File: config.mk
export PLATFORM = sky130hd
export DESIGN_NAME = i2c_master_bit_sequencer
export DESIGN_NICKNAME = d
export VERILOG_FILES = /design/src/design/i2cms_pkg.sv /design/src/design/i2cms_cfg.sv /design/src/design/i2cms_core.sv /design/src/design/i2c_master_bit_sequencer.sv
export SDC_FILE = /design/constraint.sdc
export NUM_CORES = 1
export LEC_CHECK = 0
export BUFFER_PORTS_ARGS = -buffer_cell sky130_fd_sc_hd__buf_2
export CORE_MARGIN = 3
export CORE_UTILIZATION = 57
export DETAILED_ROUTE_END_ITERATION = 10
export GPL_TIMING_DRIVEN = 0
export PLACE_DENSITY = 0.83
export SLEW_MARGIN = 10
export SYNTH_ARGS = -nofsm -noshare
export SYNTH_HDL_FRONTEND = slang
export SYNTH_HIERARCHICAL = 1
export SYNTH_SLANG_ARGS = --single-unit
File: constraint.sdc
create_clock -name clk_i -period 4.2 [get_ports clk_i]
set_input_delay 0.63 -clock clk_i [delete_from_list [all_inputs] [get_ports clk_i]]
set_output_delay 0.63 -clock clk_i [all_outputs]
set_load 0.02 [all_outputs]
File: src/design/i2cms_pkg.sv
`timescale 1ns / 1ps
`default_nettype none
package i2cms_pkg;

  localparam int unsigned FuncW   = 3;
  localparam int unsigned ByteW   = 8;
  localparam int unsigned DelayW  = 16;
  localparam int unsigned ApbAddrW = 3;
  localparam int unsigned ApbDataW = 32;

  // command codes carried in func
  localparam logic [FuncW-1:0] CMD_NONE    = 3'd0;
  localparam logic [FuncW-1:0] CMD_START   = 3'd1;
  localparam logic [FuncW-1:0] CMD_STOP    = 3'd2;
  localparam logic [FuncW-1:0] CMD_WRITE   = 3'd3;
  localparam logic [FuncW-1:0] CMD_READACK = 3'd4;
  localparam logic [FuncW-1:0] CMD_READNAK = 3'd5;
  localparam logic [FuncW-1:0] CMD_PROBE   = 3'd6;

  // register indexes
  localparam logic [0:0] REG_TICKS_PER_DELAY = 1'b0;

  localparam logic [DelayW-1:0] TicksPerDelayRst = 16'd1;

  typedef struct packed {
    logic [FuncW-1:0] func;
    logic [ByteW-1:0] data_byte;
    logic             sda_in;
  } in_word_t;

  typedef struct packed {
    logic             scl_out;
    logic             sda_out;
    logic             busy_res;
    logic             done_res;
    logic             ack_ok;
    logic [ByteW-1:0] read_byte;
  } out_word_t;

endpackage
`default_nettype wire

File: src/design/i2cms_cfg.sv
`timescale 1ns / 1ps
`default_nettype none
module i2cms_cfg (
  input  wire logic                              clk_i,
  input  wire logic                              rst_ni,
  input  wire logic                              psel_i,
  input  wire logic                              penable_i,
  input  wire logic                              pwrite_i,
  input  wire logic [i2cms_pkg::ApbAddrW-1:0]    paddr_i,
  input  wire logic [i2cms_pkg::ApbDataW-1:0]    pwdata_i,
  output logic      [i2cms_pkg::ApbDataW-1:0]    prdata_o,
  output logic                                   pready_o,
  output logic      [i2cms_pkg::DelayW-1:0]      ticks_per_delay_o
);

  logic [i2cms_pkg::DelayW-1:0] tpd_q, tpd_d;
  logic                         reg_sel;
  logic                         wr_en;

  // register index is the word address
  assign reg_sel = (paddr_i[i2cms_pkg::ApbAddrW-1] == i2cms_pkg::REG_TICKS_PER_DELAY);
  assign wr_en   = psel_i & penable_i & pwrite_i & pready_o;

  always_comb begin
    tpd_d = tpd_q;
    if (wr_en && reg_sel) begin
      tpd_d = pwdata_i[i2cms_pkg::DelayW-1:0];
    end
  end

  always_ff @(posedge clk_i or negedge rst_ni) begin
    if (!rst_ni) begin
      tpd_q <= i2cms_pkg::TicksPerDelayRst;
    end else begin
      tpd_q <= tpd_d;
    end
  end

  assign pready_o          = 1'b1;
  assign prdata_o          = reg_sel ? {{(i2cms_pkg::ApbDataW - i2cms_pkg::DelayW){1'b0}}, tpd_q}
                                     : '0;
  assign ticks_per_delay_o = tpd_q;

endmodule
`default_nettype wire

File: src/design/i2cms_core.sv
`timescale 1ns / 1ps
`default_nettype none
module i2cms_core (
  input  wire logic                          clk_i,
  input  wire logic                          rst_ni,
  input  wire logic                          fire_i,
  input  wire i2cms_pkg::in_word_t           word_i,
  input  wire logic [i2cms_pkg::DelayW-1:0]  ticks_per_delay_i,
  output i2cms_pkg::out_word_t               res_o
);

  localparam logic [4:0] PH_IDLE    = 5'd0;
  localparam logic [4:0] PH_ST_A    = 5'd1;
  localparam logic [4:0] PH_ST_B    = 5'd2;
  localparam logic [4:0] PH_ST_C    = 5'd3;
  localparam logic [4:0] PH_WR_BIT  = 5'd4;
  localparam logic [4:0] PH_WR_HI   = 5'd5;
  localparam logic [4:0] PH_WR_LO   = 5'd6;
  localparam logic [4:0] PH_WR_AREL = 5'd7;
  localparam logic [4:0] PH_WR_AHI  = 5'd8;
  localparam logic [4:0] PH_WR_ALO  = 5'd9;
  localparam logic [4:0] PH_SP_A    = 5'd10;
  localparam logic [4:0] PH_SP_B    = 5'd11;
  localparam logic [4:0] PH_SP_C    = 5'd12;
  localparam logic [4:0] PH_SP_END  = 5'd13;
  localparam logic [4:0] PH_RD_REL  = 5'd14;
  localparam logic [4:0] PH_RD_HI   = 5'd15;
  localparam logic [4:0] PH_RD_LO   = 5'd16;
  localparam logic [4:0] PH_RD_ACK  = 5'd17;
  localparam logic [4:0] PH_RD_AHI  = 5'd18;
  localparam logic [4:0] PH_RD_ALO  = 5'd19;

  logic [4:0]                    ph_q, ph_d;
  logic [i2cms_pkg::FuncW-1:0]   cmd_q, cmd_d;
  logic [3:0]                    bi_q, bi_d;
  logic [i2cms_pkg::ByteW-1:0]   sh_q, sh_d;
  logic [i2cms_pkg::DelayW-1:0]  cnt_q, cnt_d;
  logic                          ack_q, ack_d;
  logic                          scl_q, scl_d;
  logic                          sda_q, sda_d;
  logic [i2cms_pkg::ByteW-1:0]   rh_q, rh_d;

  logic                          idle;
  logic                          start;
  logic                          run;
  logic [i2cms_pkg::DelayW-1:0]  cnt_dec;
  logic [i2cms_pkg::DelayW-1:0]  tpd_eff;
  logic [4:0]                    e_ph;
  logic [i2cms_pkg::FuncW-1:0]   e_cmd;
  logic [3:0]                    e_bi;
  logic [i2cms_pkg::ByteW-1:0]   e_sh;
  logic [3:0]                    bi_inc;
  logic [4:0]                    n_ph;
  logic [3:0]                    n_bi;
  logic [i2cms_pkg::ByteW-1:0]   n_sh;
  logic                          n_ack;
  logic                          n_scl;
  logic                          n_sda;
  logic [i2cms_pkg::ByteW-1:0]   n_rh;
  logic                          n_done;
  logic                          n_dly;
  logic                          done;

  assign idle    = (ph_q == PH_IDLE);
  assign start   = idle && (word_i.func >= i2cms_pkg::CMD_START)
                        && (word_i.func <= i2cms_pkg::CMD_PROBE);
  assign cnt_dec = cnt_q - 16'd1;
  assign run     = start || (!idle && (cnt_dec == '0));
  assign tpd_eff = (ticks_per_delay_i == '0) ? 16'd1 : ticks_per_delay_i;

  // command entry: pick the first step and load the shifter
  always_comb begin
    e_ph  = ph_q;
    e_cmd = cmd_q;
    e_bi  = bi_q;
    e_sh  = sh_q;
    if (start) begin
      e_cmd = word_i.func;
      e_bi  = 4'd0;
      case (word_i.func)
        i2cms_pkg::CMD_START: e_ph = PH_ST_A;
        i2cms_pkg::CMD_STOP:  e_ph = PH_SP_A;
        i2cms_pkg::CMD_WRITE: begin
          e_sh = word_i.data_byte;
          e_ph = PH_WR_BIT;
        end
        i2cms_pkg::CMD_PROBE: begin
          e_sh = {word_i.data_byte[i2cms_pkg::ByteW-2:0], 1'b0};
          e_ph = PH_ST_A;
        end
        default: e_ph = PH_RD_REL;
      endcase
    end
  end

  assign bi_inc = e_bi + 4'd1;

  // one pass of pin actions, zero-delay steps folded in, until the next delay
  always_comb begin
    n_ph   = e_ph;
    n_bi   = e_bi;
    n_sh   = e_sh;
    n_ack  = ack_q;
    n_scl  = scl_q;
    n_sda  = sda_q;
    n_rh   = rh_q;
    n_done = 1'b0;
    n_dly  = 1'b1;
    case (e_ph)
      PH_ST_A: begin
        n_sda = 1'b1;
        n_scl = 1'b1;
        n_ph  = PH_ST_B;
      end
      PH_ST_B: begin
        n_sda = 1'b0;
        n_ph  = PH_ST_C;
      end
      PH_ST_C: begin
        n_scl = 1'b0;
        if (e_cmd == i2cms_pkg::CMD_PROBE) begin
          n_sda = e_sh[~e_bi[2:0]];
          n_ph  = PH_WR_HI;
        end else begin
          n_done = 1'b1;
        end
      end
      PH_WR_BIT: begin
        n_sda = e_sh[~e_bi[2:0]];
        n_ph  = PH_WR_HI;
      end
      PH_WR_HI: begin
        n_scl = 1'b1;
        n_ph  = PH_WR_LO;
      end
      PH_WR_LO: begin
        n_scl = 1'b0;
        n_bi  = bi_inc;
        if (bi_inc < 4'd8) begin
          n_sda = e_sh[~bi_inc[2:0]];
          n_ph  = PH_WR_HI;
        end else begin
          n_sda = 1'b1;
          n_ph  = PH_WR_AHI;
        end
      end
      PH_WR_AREL: begin
        n_sda = 1'b1;
        n_ph  = PH_WR_AHI;
      end
      PH_WR_AHI: begin
        n_scl = 1'b1;
        n_ack = ~word_i.sda_in;
        n_ph  = PH_WR_ALO;
      end
      PH_WR_ALO: begin
        n_scl = 1'b0;
        if (e_cmd == i2cms_pkg::CMD_PROBE) begin
          n_sda = 1'b0;
          n_ph  = PH_SP_B;
        end else begin
          n_done = 1'b1;
        end
      end
      PH_SP_A: begin
        n_scl = 1'b0;
        n_sda = 1'b0;
        n_ph  = PH_SP_B;
      end
      PH_SP_B: begin
        n_scl = 1'b1;
        n_ph  = PH_SP_C;
      end
      PH_SP_C: begin
        n_sda = 1'b1;
        n_ph  = PH_SP_END;
      end
      PH_RD_REL: begin
        n_sda = 1'b1;
        n_ph  = PH_RD_HI;
      end
      PH_RD_HI: begin
        n_scl = 1'b1;
        n_sh  = {e_sh[i2cms_pkg::ByteW-2:0], word_i.sda_in};
        n_ph  = PH_RD_LO;
      end
      PH_RD_LO: begin
        n_scl = 1'b0;
        n_bi  = bi_inc;
        if (bi_inc < 4'd8) begin
          n_ph = PH_RD_HI;
        end else begin
          n_rh  = e_sh;
          n_sda = (e_cmd == i2cms_pkg::CMD_READACK) ? 1'b0 : 1'b1;
          n_ph  = PH_RD_AHI;
        end
      end
      PH_RD_ACK: begin
        n_sda = (e_cmd == i2cms_pkg::CMD_READACK) ? 1'b0 : 1'b1;
        n_ph  = PH_RD_AHI;
      end
      PH_RD_AHI: begin
        n_scl = 1'b1;
        n_ph  = PH_RD_ALO;
      end
      PH_RD_ALO: begin
        n_scl  = 1'b0;
        n_done = 1'b1;
      end
      default: begin
        // end of stop and any stray code finish the command
        n_done = 1'b1;
      end
    endcase
    if (n_done) begin
      n_ph  = PH_IDLE;
      n_dly = 1'b0;
    end
  end

  assign done = run && n_done;

  always_comb begin
    ph_d  = ph_q;
    cmd_d = cmd_q;
    bi_d  = bi_q;
    sh_d  = sh_q;
    cnt_d = cnt_q;
    ack_d = ack_q;
    scl_d = scl_q;
    sda_d = sda_q;
    rh_d  = rh_q;
    if (fire_i) begin
      if (!idle) begin
        cnt_d = cnt_dec;
      end
      if (run) begin
        ph_d  = n_ph;
        cmd_d = e_cmd;
        bi_d  = n_bi;
        sh_d  = n_sh;
        ack_d = n_ack;
        scl_d = n_scl;
        sda_d = n_sda;
        rh_d  = n_rh;
        if (n_dly) begin
          cnt_d = tpd_eff;
        end
      end
    end
  end

  always_ff @(posedge clk_i or negedge rst_ni) begin
    if (!rst_ni) begin
      ph_q  <= PH_IDLE;
      cmd_q <= i2cms_pkg::CMD_NONE;
      bi_q  <= '0;
      sh_q  <= '0;
      cnt_q <= '0;
      ack_q <= 1'b0;
      scl_q <= 1'b1;
      sda_q <= 1'b1;
      rh_q  <= '0;
    end else begin
      ph_q  <= ph_d;
      cmd_q <= cmd_d;
      bi_q  <= bi_d;
      sh_q  <= sh_d;
      cnt_q <= cnt_d;
      ack_q <= ack_d;
      scl_q <= scl_d;
      sda_q <= sda_d;
      rh_q  <= rh_d;
    end
  end

  always_comb begin
    res_o.scl_out   = scl_d;
    res_o.sda_out   = sda_d;
    res_o.busy_res  = (ph_d != PH_IDLE);
    res_o.done_res  = done;
    res_o.ack_ok    = ack_d;
    res_o.read_byte = rh_d;
  end

endmodule
`default_nettype wire

File: src/design/i2c_master_bit_sequencer.sv
`timescale 1ns / 1ps
`default_nettype none
// I2C master bit sequencer, one word per bus tick.
// Input channel (in_valid_i / in_stall_o / in_data_i): each word is one tick
// carrying an optional command (start, stop, write, read with ack or nak,
// probe), the data byte and the sampled SDA level. A command that arrives
// while a sequence is running is dropped.
// Output channel (out_valid_o / out_stall_i / out_data_o): exactly one word
// per input word, giving SCL/SDA drive levels, busy, a done pulse, the ack
// flag and the last byte read.
// Throughput: one word per clock while the output is not stalled. A word taken
// into the input register has its result loaded into the result register
// when it moves on; the bus step logic in between is a single pass over the
// sequencer state.
// Each bus delay step lasts ticks_per_delay words (zero counts as one). The
// user must write it at APB byte address 0 only while idle; not enforced.
// Stalls: while out_stall_i holds a result, the input register still takes
// one more word, then in_stall_o rises until the result drains.
// Reset: SCL and SDA released, sequencer idle, ticks_per_delay = 1, both
// pipeline registers empty.
module i2c_master_bit_sequencer (
  input  wire logic                              clk_i,
  input  wire logic                              rst_ni,
  input  wire logic                              in_valid_i,
  output logic                                   in_stall_o,
  input  wire i2cms_pkg::in_word_t               in_data_i,
  output logic                                   out_valid_o,
  input  wire logic                              out_stall_i,
  output i2cms_pkg::out_word_t                   out_data_o,
  input  wire logic                              psel,
  input  wire logic                              penable,
  input  wire logic                              pwrite,
  input  wire logic [i2cms_pkg::ApbAddrW-1:0]    paddr,
  input  wire logic [i2cms_pkg::ApbDataW-1:0]    pwdata,
  output logic      [i2cms_pkg::ApbDataW-1:0]    prdata,
  output logic                                   pready
);

  logic                          in_vld_q, in_vld_d;
  i2cms_pkg::in_word_t           in_q, in_d;
  logic                          out_vld_q, out_vld_d;
  i2cms_pkg::out_word_t          out_q, out_d;
  i2cms_pkg::out_word_t          res;
  logic [i2cms_pkg::DelayW-1:0]  tpd;
  logic                          consume;
  logic                          accept;

  i2cms_cfg u_cfg (
    .clk_i             (clk_i),
    .rst_ni            (rst_ni),
    .psel_i            (psel),
    .penable_i         (penable),
    .pwrite_i          (pwrite),
    .paddr_i           (paddr),
    .pwdata_i          (pwdata),
    .prdata_o          (prdata),
    .pready_o          (pready),
    .ticks_per_delay_o (tpd)
  );

  i2cms_core u_core (
    .clk_i             (clk_i),
    .rst_ni            (rst_ni),
    .fire_i            (consume),
    .word_i            (in_q),
    .ticks_per_delay_i (tpd),
    .res_o             (res)
  );

  // the input word moves on when the result register is free or draining
  assign consume    = in_vld_q && (!out_vld_q || !out_stall_i);
  assign in_stall_o = in_vld_q && !consume;
  assign accept     = in_valid_i && !in_stall_o;

  always_comb begin
    in_vld_d = in_vld_q;
    in_d     = in_q;
    if (accept) begin
      in_vld_d = 1'b1;
      in_d     = in_data_i;
    end else if (consume) begin
      in_vld_d = 1'b0;
    end
  end

  always_comb begin
    out_vld_d = out_vld_q;
    out_d     = out_q;
    if (consume) begin
      out_vld_d = 1'b1;
      out_d     = res;
    end else if (!out_stall_i) begin
      out_vld_d = 1'b0;
    end
  end

  always_ff @(posedge clk_i or negedge rst_ni) begin
    if (!rst_ni) begin
      in_vld_q  <= 1'b0;
      out_vld_q <= 1'b0;
    end else begin
      in_vld_q  <= in_vld_d;
      out_vld_q <= out_vld_d;
    end
  end

  always_ff @(posedge clk_i) begin
    in_q  <= in_d;
    out_q <= out_d;
  end

  assign out_valid_o = out_vld_q;
  assign out_data_o  = out_q;

  a_done_not_busy : assert property (@(posedge clk_i) disable iff (!rst_ni)
    out_valid_o |-> !(out_data_o.done_res && out_data_o.busy_res))
    else $error("done and busy reported together");

  a_stall_cause : assert property (@(posedge clk_i) disable iff (!rst_ni)
    in_stall_o |-> (in_vld_q && out_vld_q && out_stall_i))
    else $error("input stalled without a blocked result");

  a_consume_fills : assert property (@(posedge clk_i) disable iff (!rst_ni)
    consume |=> out_valid_o)
    else $error("processed word did not reach the result register");

  a_held_result : assert property (@(posedge clk_i) disable iff (!rst_ni)
    (out_valid_o && out_stall_i) |=> out_valid_o)
    else $error("blocked result was dropped");

endmodule
`default_nettype wire

==> results.sh, run 1 <==
export IMPL_status="finished clean"
export IMPL_p_leak_nw=2.738
export IMPL_routed_wl_mm=15.03
export IMPL_coreArea_um2=9371
export IMPL_drt_initial_drc_count=393
export IMPL_die_x_um=105.0
export IMPL_cts_max_path_buffers=2
export IMPL_fin_util=0.6754
export IMPL_n_antenna_cell=0
export IMPL_drc_errors=0
export IMPL_synth_simple_area_share=0.2097
export IMPL_port_buffers=66
export IMPL_slew_viol_final=0
export IMPL_layout_common_cells="buf_2 (68), dfrtp_1 (62), o21ai_0 (49)"
export IMPL_cap_viol_max_count=0
export IMPL_synth_compound_area_share=0.2014
export IMPL_worst_path_largest_cell_delay_ns=0.59
export IMPL_fillers=772
export IMPL_hpwl_mm=11.19
export IMPL_placed_cells=805
export IMPL_nets=742
export IMPL_grt_use_total=0.2709
export IMPL_synthXorXnorAreaFrac=0.007842
export IMPL_io_pins=102
export IMPL_finalSetupViolCount=0
export IMPL_grt_pass1_vias=4835
export IMPL_place_area_um2=6138
export IMPL_synth_adder_area_share=0.006722
export IMPL_seq_area_um2=2381
export IMPL_yosysSeqAreaShare=0.4264
export IMPL_p_per_area_nw_per_um2=615.0
export IMPL_cts_buffers_inserted=9
export IMPL_insertion_delay_ns=0.37
export IMPL_cp_cell_sequence="or3_1, or4_1, clkbuf_1, nand2_2, inv_1, ha_1, inv_1, mux4_2, a211o_1, a211oi_2, o32ai_1, buf_4"
export IMPL_slew_limit_headroom=0.3613
export IMPL_dieArea_um2=11020
export IMPL_crit_buf_inv=4
export IMPL_ant_nets=0
export IMPL_finalCriticalPeriod_ns=4.045
export IMPL_yosysUniqueCellTypes=80
export IMPL_fin_area_um2=6330
export IMPL_antenna_found_initial=0
export IMPL_critical_path_class="flop to flop"
export IMPL_htree_levels=3
export IMPL_slowest_stage="or3_1"
export IMPL_synth_top_family_by_area="simple AND/OR/NAND/NOR gates"
export IMPL_syn_area_um2=5584
export IMPL_holdCritPathClass="input port to asynchronous set/reset pin"
export IMPL_layout_commonest_cell="buf_2"
export IMPL_start_util=0.5959
export IMPL_stdcell_count=819
export IMPL_syn_area_per_cell_um2=9.385
export IMPL_path_clk_slew_ns=0.11
export IMPL_grt_pass1_wl_mm=24.18
export IMPL_synthToLayoutAreaGrowth_pct=13.35
export IMPL_multi_input_area_um2=2873
export IMPL_routedWlPerCell_um=18.36
export IMPL_syn_inst=595
export IMPL_rsz0062_at_grt="no"
export IMPL_peakVddDrop_mv=0.2806
export IMPL_drive_gt1_frac=0.2333
export IMPL_fp_dieH_um=105.0
export IMPL_worst_slew_pin_slew_ns=0.9507
export IMPL_fmax_ghz=0.2472
export IMPL_cts_tree="built"
export IMPL_required_ns=4.32
export IMPL_rows=35
export IMPL_crit_fanout=9
export IMPL_cp_common_cell="inv_1"
export IMPL_yosys_most_used_dff="dfrtp_1"
export IMPL_first_pass_iters=5
export IMPL_synth_warnings=6
export IMPL_grt_overflow=0
export IMPL_end_kind="flop"
export IMPL_period_share=0.9630
export IMPL_via_per_inst=6.127
export IMPL_cpLargestDelayFamily="simple AND/OR/NAND/NOR gates"
export IMPL_cp_data_arrival_time_ns=4.17
export IMPL_muxShareOfSynthArea=0.07529
export IMPL_synthArstFlopShare=0.7222
export IMPL_finalClockSkew_ns=0.01537
export IMPL_synth_edff_count=25
export IMPL_critical_path_startpoint_type="flop"
export IMPL_clock_sinks=90
export IMPL_synth_seq_cells=90
export IMPL_gp_congestion=0.9309
export IMPL_grt_max_degree=66
export IMPL_num_vias=5018
export IMPL_root_buffer="clkbuf_8"
export IMPL_hold_viol=0
[Yosys cell counts (4+ instances only)]
| cell | count | area (µm²) |
|---|---|---|
| a211oi_1 | 6 | 45.04 |
| a21o_1 | 4 | 30.03 |
| a21oi_1 | 38 | 190.2 |
| a31oi_1 | 6 | 37.54 |
| and2_1 | 4 | 25.02 |
| and2b_1 | 6 | 45.04 |
| and3b_1 | 6 | 52.55 |
| buf_4 | 21 | 157.7 |
| clkbuf_1 | 32 | 120.1 |
| dfrtp_1 | 62 | 1551 |
| edfxtp_1 | 25 | 750.7 |
| inv_1 | 20 | 75.07 |
| mux2_2 | 16 | 180.2 |
| mux2_4 | 11 | 165.2 |
| nand2_1 | 49 | 183.9 |
| nand2b_1 | 5 | 31.28 |
| nand3_1 | 20 | 100.1 |
| nand4_1 | 4 | 25.02 |
| nor2_1 | 42 | 157.7 |
| nor2b_1 | 18 | 112.6 |
| nor3_1 | 16 | 80.08 |
| nor4_1 | 9 | 56.30 |
| nor4b_1 | 5 | 43.79 |
| o211ai_1 | 4 | 30.03 |
| o21ai_0 | 49 | 245.2 |
| o31ai_1 | 10 | 75.07 |
| or3_1 | 5 | 31.28 |
| xnor2_1 | 4 | 35.03 |
[per-layer routing]
layer,global-route usage,vias up,wire (µm)
met2,0.4482,241,7130
met4,0.1031,0,427
met1,0.3530,2403,6347
met5,0,-,0
met3,0.05127,35,1128
li1,-,2339,-
[kinds of logic (layout without fill, tap and decap cells)]
kind of cell | Yosys count | count (layout)
xor gates and xnor gates | 5 | 5
and+or+nand+nor | 214 | 214
DFF | 90 | 90
buffers and inverters | 80 | 160
other | 2 | 17
AOI/OAI and AO/OA | 169 | 169
adders and majority gates | 3 | 3
muxes | 32 | 32
[state kept, by name (all words and copies together), names as in the netlist, 3 cells and up]
name / flops
u_core/bi_q: 4
out_data_o: 13
u_core/cmd_q: 3
u_cfg/ticks_per_delay_o: 16
u_core/sh_q: 8
in_q: 12
u_core/rh_q: 8
u_core/ph_q: 5
u_core/cnt_q: 16
[timing repair]
action                                  4_1_cts  5_1_grt
endpoints found under the setup margin        0        1
setup buffers                                 0        0
resized for setup                             0        2
hold buffers                                  0        0
hold endpoints to repair                      0        0
[path summary, 6_finish.rpt]
kind / from / depth (start not counted) / slack (ns) / endpoint
max: u_core/ph_q[0]$_DFF_PN0_ / 12 / 0.16 / out_data_o[11]$_DFFE_PP_
min: rst_ni / 1 / 0.36 / u_cfg/ticks_per_delay_o[1]$_DFFE_PN0P_
max reg2reg: u_core/ph_q[0]$_DFF_PN0_ / 12 / 0.16 / out_data_o[11]$_DFFE_PP_
min reg2reg: u_core/rh_q[7]$_DFF_PN0_ / 1 / 0.50 / u_core/rh_q[7]$_DFF_PN0_
max in group asynchronous: rst_ni / 1 / 3.31 / u_core/ph_q[1]$_DFF_PN0_
min in group clk_i: in_data_i[10] / 1 / 0.43 / in_q[10]$_DFFE_PP_
[layout make-up]
type,count,area share
timing repair buffer,66,0.05258
inverter,20,0.01186
clock inverter,6,0.008500
clock buffer,10,0.02174
multi-input combinational,440,0.4538
sequential,90,0.3762
tap,129,0.02550
buffer,58,0.04981
[report_power, final]
group          switching, W  total [W]  internal (W)
Sequential         0.000235    0.00137       0.00114
Combinational       0.00118    0.00193      0.000752
Clock              0.000348   0.000592      0.000243
Total               0.00176    0.00389       0.00213
[stage by stage]
stage               power (W)  hold WS, ns  setup TNS (ns)  worst slack, ns
finish               0.003893       0.3557               0           0.1554
global route         0.004133       0.4024               0          0.01054
CTS                  0.003850       0.3796               0         0.006405
detailed placement   0.003262       0.4806               0          0.04560
global placement     0.003228       0.4702         -0.1699          -0.1301
floorplan            0.002727       0.3344               0           0.5765
Note: power is estimated with default switching activity, not from simulation.
==> inputs of run 2 (changes only) <==
Settings changed: CORE_MARGIN 3 to unset.
==> run 2 against run 1 <==
  * Sequential cell count unchanged
  * Final area grew 0.18%
  * Via count increased by 1.7%
  * Largest power group unchanged
  * Highest routed layer unchanged
==> results.sh, run 2 (same netlist as run 1, synthesis figures left out) <==
export IMPL_grt_max_degree=66
export IMPL_swShare=0.4503
export IMPL_synthToLayoutAreaGrowth_pct=13.56
export IMPL_postCtsSetupBuffers=0
export IMPL_rrSetupSlack_ns=0.23
export IMPL_cap_viol_max_count=0
export IMPL_worstRegToRegCells=13
export IMPL_routed_wl_mm=15.53
export IMPL_end_kind="flop"
export IMPL_ant_nets=0
export IMPL_worst_slew_pin_slew_ns=0.9634
export IMPL_use_met3=0.06311
export IMPL_drive_gt1_frac=0.2330
export IMPL_rows=35
export IMPL_intPower_w=0.002168
export IMPL_required_ns=4.35
export IMPL_finalClockSkew_ns=0.01214
export IMPL_holdCritPathClass="input port to asynchronous set/reset pin"
export IMPL_port_buffers=66
export IMPL_nets=743
export IMPL_cts_tree="built"
export IMPL_antenna_found_initial=0
export IMPL_status="finished clean"
export IMPL_worst_path_largest_cell_delay_ns=0.64
export IMPL_path_clk_slew_ns=0.10
export IMPL_grt_overflow=0
export IMPL_root_buffer="clkbuf_8"
export IMPL_dieArea_um2=10200
export IMPL_holdWs_ns=0.3413
export IMPL_cts_resized=0
export IMPL_peakVddDrop_mv=0.3308
export IMPL_fmax_ghz=0.2518
export IMPL_die_x_um=101.0
export IMPL_fillers=775
export IMPL_grt_use_total=0.3149
export IMPL_r2r_end="out_data_o[11]$_DFFE_PP_"
export IMPL_seq_area_um2=2381
export IMPL_multi_input_area_um2=2877
export IMPL_cp_cell_sequence="clkbuf_1, or2_2, clkbuf_1, or4_4, nand2_1, inv_1, ha_1, inv_1, mux4_2, a211o_1, a211oi_2, o32ai_1, buf_4"
export IMPL_cts_buffers_inserted=9
export IMPL_period_share=0.9456
export IMPL_slew_viol_final=0
export IMPL_htree_levels=3
export IMPL_drt_initial_drc_count=377
export IMPL_layout_commonest_cell="buf_2"
export IMPL_first_pass_iters=5
export IMPL_via_per_inst=6.226
export IMPL_p_seq_frac=0.347
export IMPL_comb_power_share=0.503
export IMPL_pwr_share_clk=0.150
export IMPL_n_antenna_cell=0
export IMPL_finalSetupViolCount=0
export IMPL_hold_viol=0
export IMPL_place_worst_setup_slack_ns=0.02220
export IMPL_cts_max_path_buffers=2
export IMPL_gp_congestion=0.9163
export IMPL_critical_path_class="flop to flop"
export IMPL_grtUsageMet1=0.3811
export IMPL_critical_path_startpoint_type="flop"
export IMPL_cp_data_arrival_time_ns=4.12
export IMPL_io_pins=102
export IMPL_finalCriticalPeriod_ns=3.972
export IMPL_slew_limit_headroom=0.3540
export IMPL_crit_fanout=10
export IMPL_fin_ws_ns=0.2285
export IMPL_busiest_layer="met2"
export IMPL_insertion_delay_ns=0.37
export IMPL_num_vias=5105
export IMPL_hold_buffers=0
export IMPL_grtUsageMet2=0.5279
export IMPL_routedWlPerCell_um=18.94
export IMPL_fp_dieH_um=101.0
export IMPL_grt_pass1_vias=4901
export IMPL_grt_pass1_wl_mm=24.34
export IMPL_coreArea_um2=9371
export IMPL_layout_common_cells="buf_2 (68), dfrtp_1 (62), o21ai_0 (49)"
export IMPL_rr_startpoint="u_core/ph_q[3]$_DFF_PN0_"
export IMPL_p_switching_w=0.001776
export IMPL_clock_sinks=90
export IMPL_hpwl_mm=11.43
export IMPL_p_per_area_nw_per_um2=622.1
export IMPL_start_util=0.5959
export IMPL_slowest_stage="or4_4"
export IMPL_p_leak_nw=2.747
export IMPL_drc_errors=0
export IMPL_rsz0062_at_grt="no"
[run 2: cell types whose count changed in the layout (fill, tap and decap cells not counted)]
cell,delta
clkbuf_1,+2
clkbuf_16,+1
clkinv_2,+1
clkinv_4,-1
clkinvlp_4,-1
inv_4,+1
inv_6,-1
inv_8,-1
or4_1,-1
or4_4,+1
[run 2: worst max-delay path by stage]
stage | start | end | slack [ns] | cells after the start
2_1_floorplan | u_core/ph_q[0]$_DFF_PN0_ | out_data_o[11]$_DFFE_PP_ | 0.58 | 13
3_3_place_gp | out_stall_i | out_data_o[10]$_DFFE_PP_ | -0.18 | 8
3_5_place_dp | u_core/ph_q[3]$_DFF_PN0_ | out_data_o[11]$_DFFE_PP_ | 0.02 | 14
4_1_cts | u_core/ph_q[3]$_DFF_PN0_ | out_data_o[11]$_DFFE_PP_ | 0.01 | 14
5_1_grt | u_core/ph_q[0]$_DFF_PN0_ | out_data_o[11]$_DFFE_PP_ | 0.05 | 12
6_report | u_core/ph_q[3]$_DFF_PN0_ | out_data_o[11]$_DFFE_PP_ | 0.23 | 13
[run 2: worst max-delay path, delay by kind of cell, from the launching register on]
kind | cells | cell delay (ns)
AO/OA/AOI/OAI | 3 | 0.64
flip-flops | 1 | 0.37
multiplexers | 1 | 0.52
AND/OR/NAND/NOR | 3 | 1.14
buffers and inverters | 5 | 0.73
adder cells (fa/ha/maj) | 1 | 0.32
[run 2: routing by layer]
layer | vias up | wire length (µm)
met1 | 2414 | 6153
li1 | 2343 | -
met5 | - | 0
met2 | 297 | 7429
met3 | 51 | 1300
met4 | 0 | 643
[run 2: area by class of cell]
cell class,instances,area share
Tap cell,129,0.02545
Multi-Input combinational cell,440,0.4536
Clock buffer,12,0.02624
Buffer,59,0.05032
Sequential cell,90,0.3755
Timing Repair Buffer,66,0.05249
Clock inverter,4,0.004538
Inverter,20,0.01184
[run 2: power groups by stage]
stage	registers (W)	logic [W]	clock network, W
2_1_floorplan	0.00132	0.00141	0
3_3_place_gp	0.00136	0.00189	0
3_5_place_dp	0.00137	0.00191	0
4_1_cts	0.00136	0.00192	0.000600
5_1_grt	0.00139	0.00215	0.000626
6_report	0.00137	0.00198	0.000592
[run 2: through the flow]
step / TNS, ns / cell area [µm²] / total power [W] / instances / util
floorplan: 0 / 5640 / 0.002727 / 610 / -
global placement: -0.1813 / 6132 / 0.003247 / 805 / 0.6543
detailed placement: 0 / 6138 / 0.003287 / 805 / 0.6550
CTS: 0 / 6334 / 0.003878 / 821 / 0.6758
global route: 0 / 6341 / 0.004166 / 820 / 0.6766
finish: 0 / 6341 / 0.003945 / 820 / 0.6766
==> inputs of run 3 (changes only) <==
Settings changed: CORE_UTILIZATION 57 to 58, CTS_BUF_LIST set to sky130_fd_sc_hd__clkbuf_8, PLACE_DENSITY 0.83 to 0.85.
==> run 3 against run 2 <==
  * Fmax shrank 1.8%
  * Register-to-register slack lost 0.07 ns
  * Sequential share of layout area shrank 0.29 points
  * Final area grew 0.77%
  * Hold slack lost 0.27 ns
  * Setup slack lost 0.071 ns
  * Clock skew grew 0.0024 ns
  * Critical endpoint unchanged
==> results.sh, run 3 (same netlist as run 1, synthesis figures left out) <==
export IMPL_finalCriticalPeriod_ns=4.043
export IMPL_crit_fanout=9
export IMPL_cts_max_path_buffers=2
export IMPL_status="finished clean"
export IMPL_grt_overflow=0
export IMPL_end_kind="flop"
export IMPL_hold_viol=0
export IMPL_rows=35
export IMPL_critical_path_startpoint_type="flop"
export IMPL_fp_dieH_um=100.1
export IMPL_pwr_share_clk=0.153
export IMPL_required_ns=4.33
export IMPL_die_x_um=100.1
export IMPL_gp_congestion=0.9561
export IMPL_cts_resized=0
export IMPL_critical_path_class="flop to flop"
export IMPL_grt_use_total=0.3034
export IMPL_drive_gt1_frac=0.2352
export IMPL_worst_path_largest_cell_delay_ns=0.65
export IMPL_tns_ns=0
export IMPL_routed_wl_mm=14.85
export IMPL_cp_data_arrival_time_ns=4.17
export IMPL_finalClockSkew_ns=0.01454
export IMPL_grt_max_degree=63
export IMPL_hold_buffers=0
export IMPL_cp_common_cell="inv_1"
export IMPL_synthToLayoutAreaGrowth_pct=14.43
export IMPL_htree_levels=3
export IMPL_cts_buffers_inserted=9
export IMPL_period_share=0.9626
export IMPL_dieArea_um2=10020
export IMPL_fin_ws_ns=0.1573
export IMPL_intPower_w=0.002193
export IMPL_nets=745
export IMPL_place_worst_setup_slack_ns=0.07737
export IMPL_p_leak_nw=2.775
export IMPL_first_pass_iters=5
export IMPL_layout_commonest_cell="buf_2"
export IMPL_peakVddDrop_mv=0.3465
export IMPL_via_per_inst=6.232
export IMPL_rrSetupSlack_ns=0.16
export IMPL_holdWs_ns=0.07543
export IMPL_slew_viol_final=0
export IMPL_fmax_ghz=0.2474
export IMPL_rsz0062_at_grt="no"
export IMPL_drt_initial_drc_count=503
export IMPL_routedWlPerCell_um=18.06
export IMPL_insertion_delay_ns=0.36
export IMPL_antenna_found_initial=0
export IMPL_clock_sinks=90
export IMPL_cp_cell_sequence="or3_1, clkbuf_1, or4_4, nand2_1, inv_1, ha_1, inv_1, mux4_2, a211o_1, a211oi_1, o32ai_2, buf_4"
export IMPL_ant_nets=0
export IMPL_grt_pass1_vias=4791
export IMPL_slowest_stage="or4_4"
export IMPL_grt_pass1_wl_mm=23.59
export IMPL_swShare=0.4441
export IMPL_postCtsSetupBuffers=0
export IMPL_worst_slew_pin_slew_ns=0.9157
export IMPL_root_buffer="clkbuf_8"
export IMPL_place_area_um2=6181
export IMPL_holdCritPathClass="input port to asynchronous set/reset pin"
export IMPL_slew_limit_headroom=0.3848
export IMPL_fin_area_um2=6390
export IMPL_hpwl_mm=11.08
export IMPL_num_vias=5123
export IMPL_p_per_area_nw_per_um2=617.4
export IMPL_io_pins=102
export IMPL_fillers=758
export IMPL_cts_tree="built"
export IMPL_cap_viol_max_count=0
export IMPL_p_seq_frac=0.347
export IMPL_finalSetupViolCount=0
export IMPL_layout_common_cells="buf_2 (68), dfrtp_1 (62), o21ai_0 (49)"
export IMPL_coreArea_um2=9284
export IMPL_p_switching_w=0.001752
export IMPL_p_total_w=0.003945
export IMPL_n_antenna_cell=0
export IMPL_port_buffers=66
export IMPL_drc_errors=0
export IMPL_path_clk_slew_ns=0.09
export IMPL_comb_power_share=0.500
export IMPL_start_util=0.6015
==> run 3: path summary, 6_finish.rpt <==
kind | start | endpoint | depth (start not counted)
setup reg to reg | u_core/ph_q[0]$_DFF_PN0_ | out_data_o[11]$_DFFE_PP_ | 12
hold reg to reg | u_core/rh_q[5]$_DFF_PN0_ | u_core/rh_q[5]$_DFF_PN0_ | 2
hold / removal | rst_ni | in_vld_q$_DFFE_PN0P_ | 1
min in group clk_i | in_data_i[8] | in_q[8]$_DFFE_PP_ | 1
setup / recovery | u_core/ph_q[0]$_DFF_PN0_ | out_data_o[11]$_DFFE_PP_ | 12
max in group asynchronous | rst_ni | u_core/scl_q$_DFF_PN1_ | 2
==> run 3: per-stage QoR <==
| stage | instances | utilization |
|---|---|---|
| after floorplan | 610 | - |
| after global placement | 805 | 0.6605 |
| after detailed placement | 807 | 0.6658 |
| after CTS | 823 | 0.6872 |
| after global routing | 822 | 0.6883 |
| final | 822 | 0.6883 |
==> run 3: layout make-up <==
cell class / count / area, µm² / area share
buffer: 59 / 319.1 / 0.04993
sequential: 90 / 2381 / 0.3726
clock buffer: 10 / 137.6 / 0.02154
inverter: 20 / 75.07 / 0.01175
tap: 129 / 161.4 / 0.02526
clock inverter: 6 / 61.31 / 0.009595
multi-input combinational: 440 / 2879 / 0.4506
timing repair buffer: 68 / 375.4 / 0.05874
==> run 3: routing by layer <==
| metal | GRT usage | up-vias | wire length, µm |
|---|---|---|---|
| met1 | 0.4253 | 2430 | 6270 |
| met3 | 0.05919 | 48 | 1312 |
| met5 | 0 | - | 0 |
| met4 | 0.1104 | 0 | 404 |
| li1 | - | 2349 | - |
| met2 | 0.4705 | 296 | 6860 |
==> run 3: worst max-delay path, delay by kind of cell, from the launching register on <==
| family | cells | cell delay [ns] |
|---|---|---|
| adders and majority gates | 1 | 0.33 |
| muxes | 1 | 0.54 |
| and+or+nand+nor | 3 | 1.19 |
| DFF | 1 | 0.46 |
| AOI/OAI and AO/OA | 3 | 0.68 |
| buffers and inverters | 4 | 0.62 |
==> run 3: power by group through the flow <==
stage               registers (W)  logic (W)  clock network, W
floorplan                 0.00132    0.00141                 0
global placement          0.00136    0.00184                 0
detailed placement        0.00137    0.00189                 0
CTS                       0.00136    0.00191          0.000613
global route              0.00139    0.00214          0.000651
finish                    0.00137    0.00197          0.000605
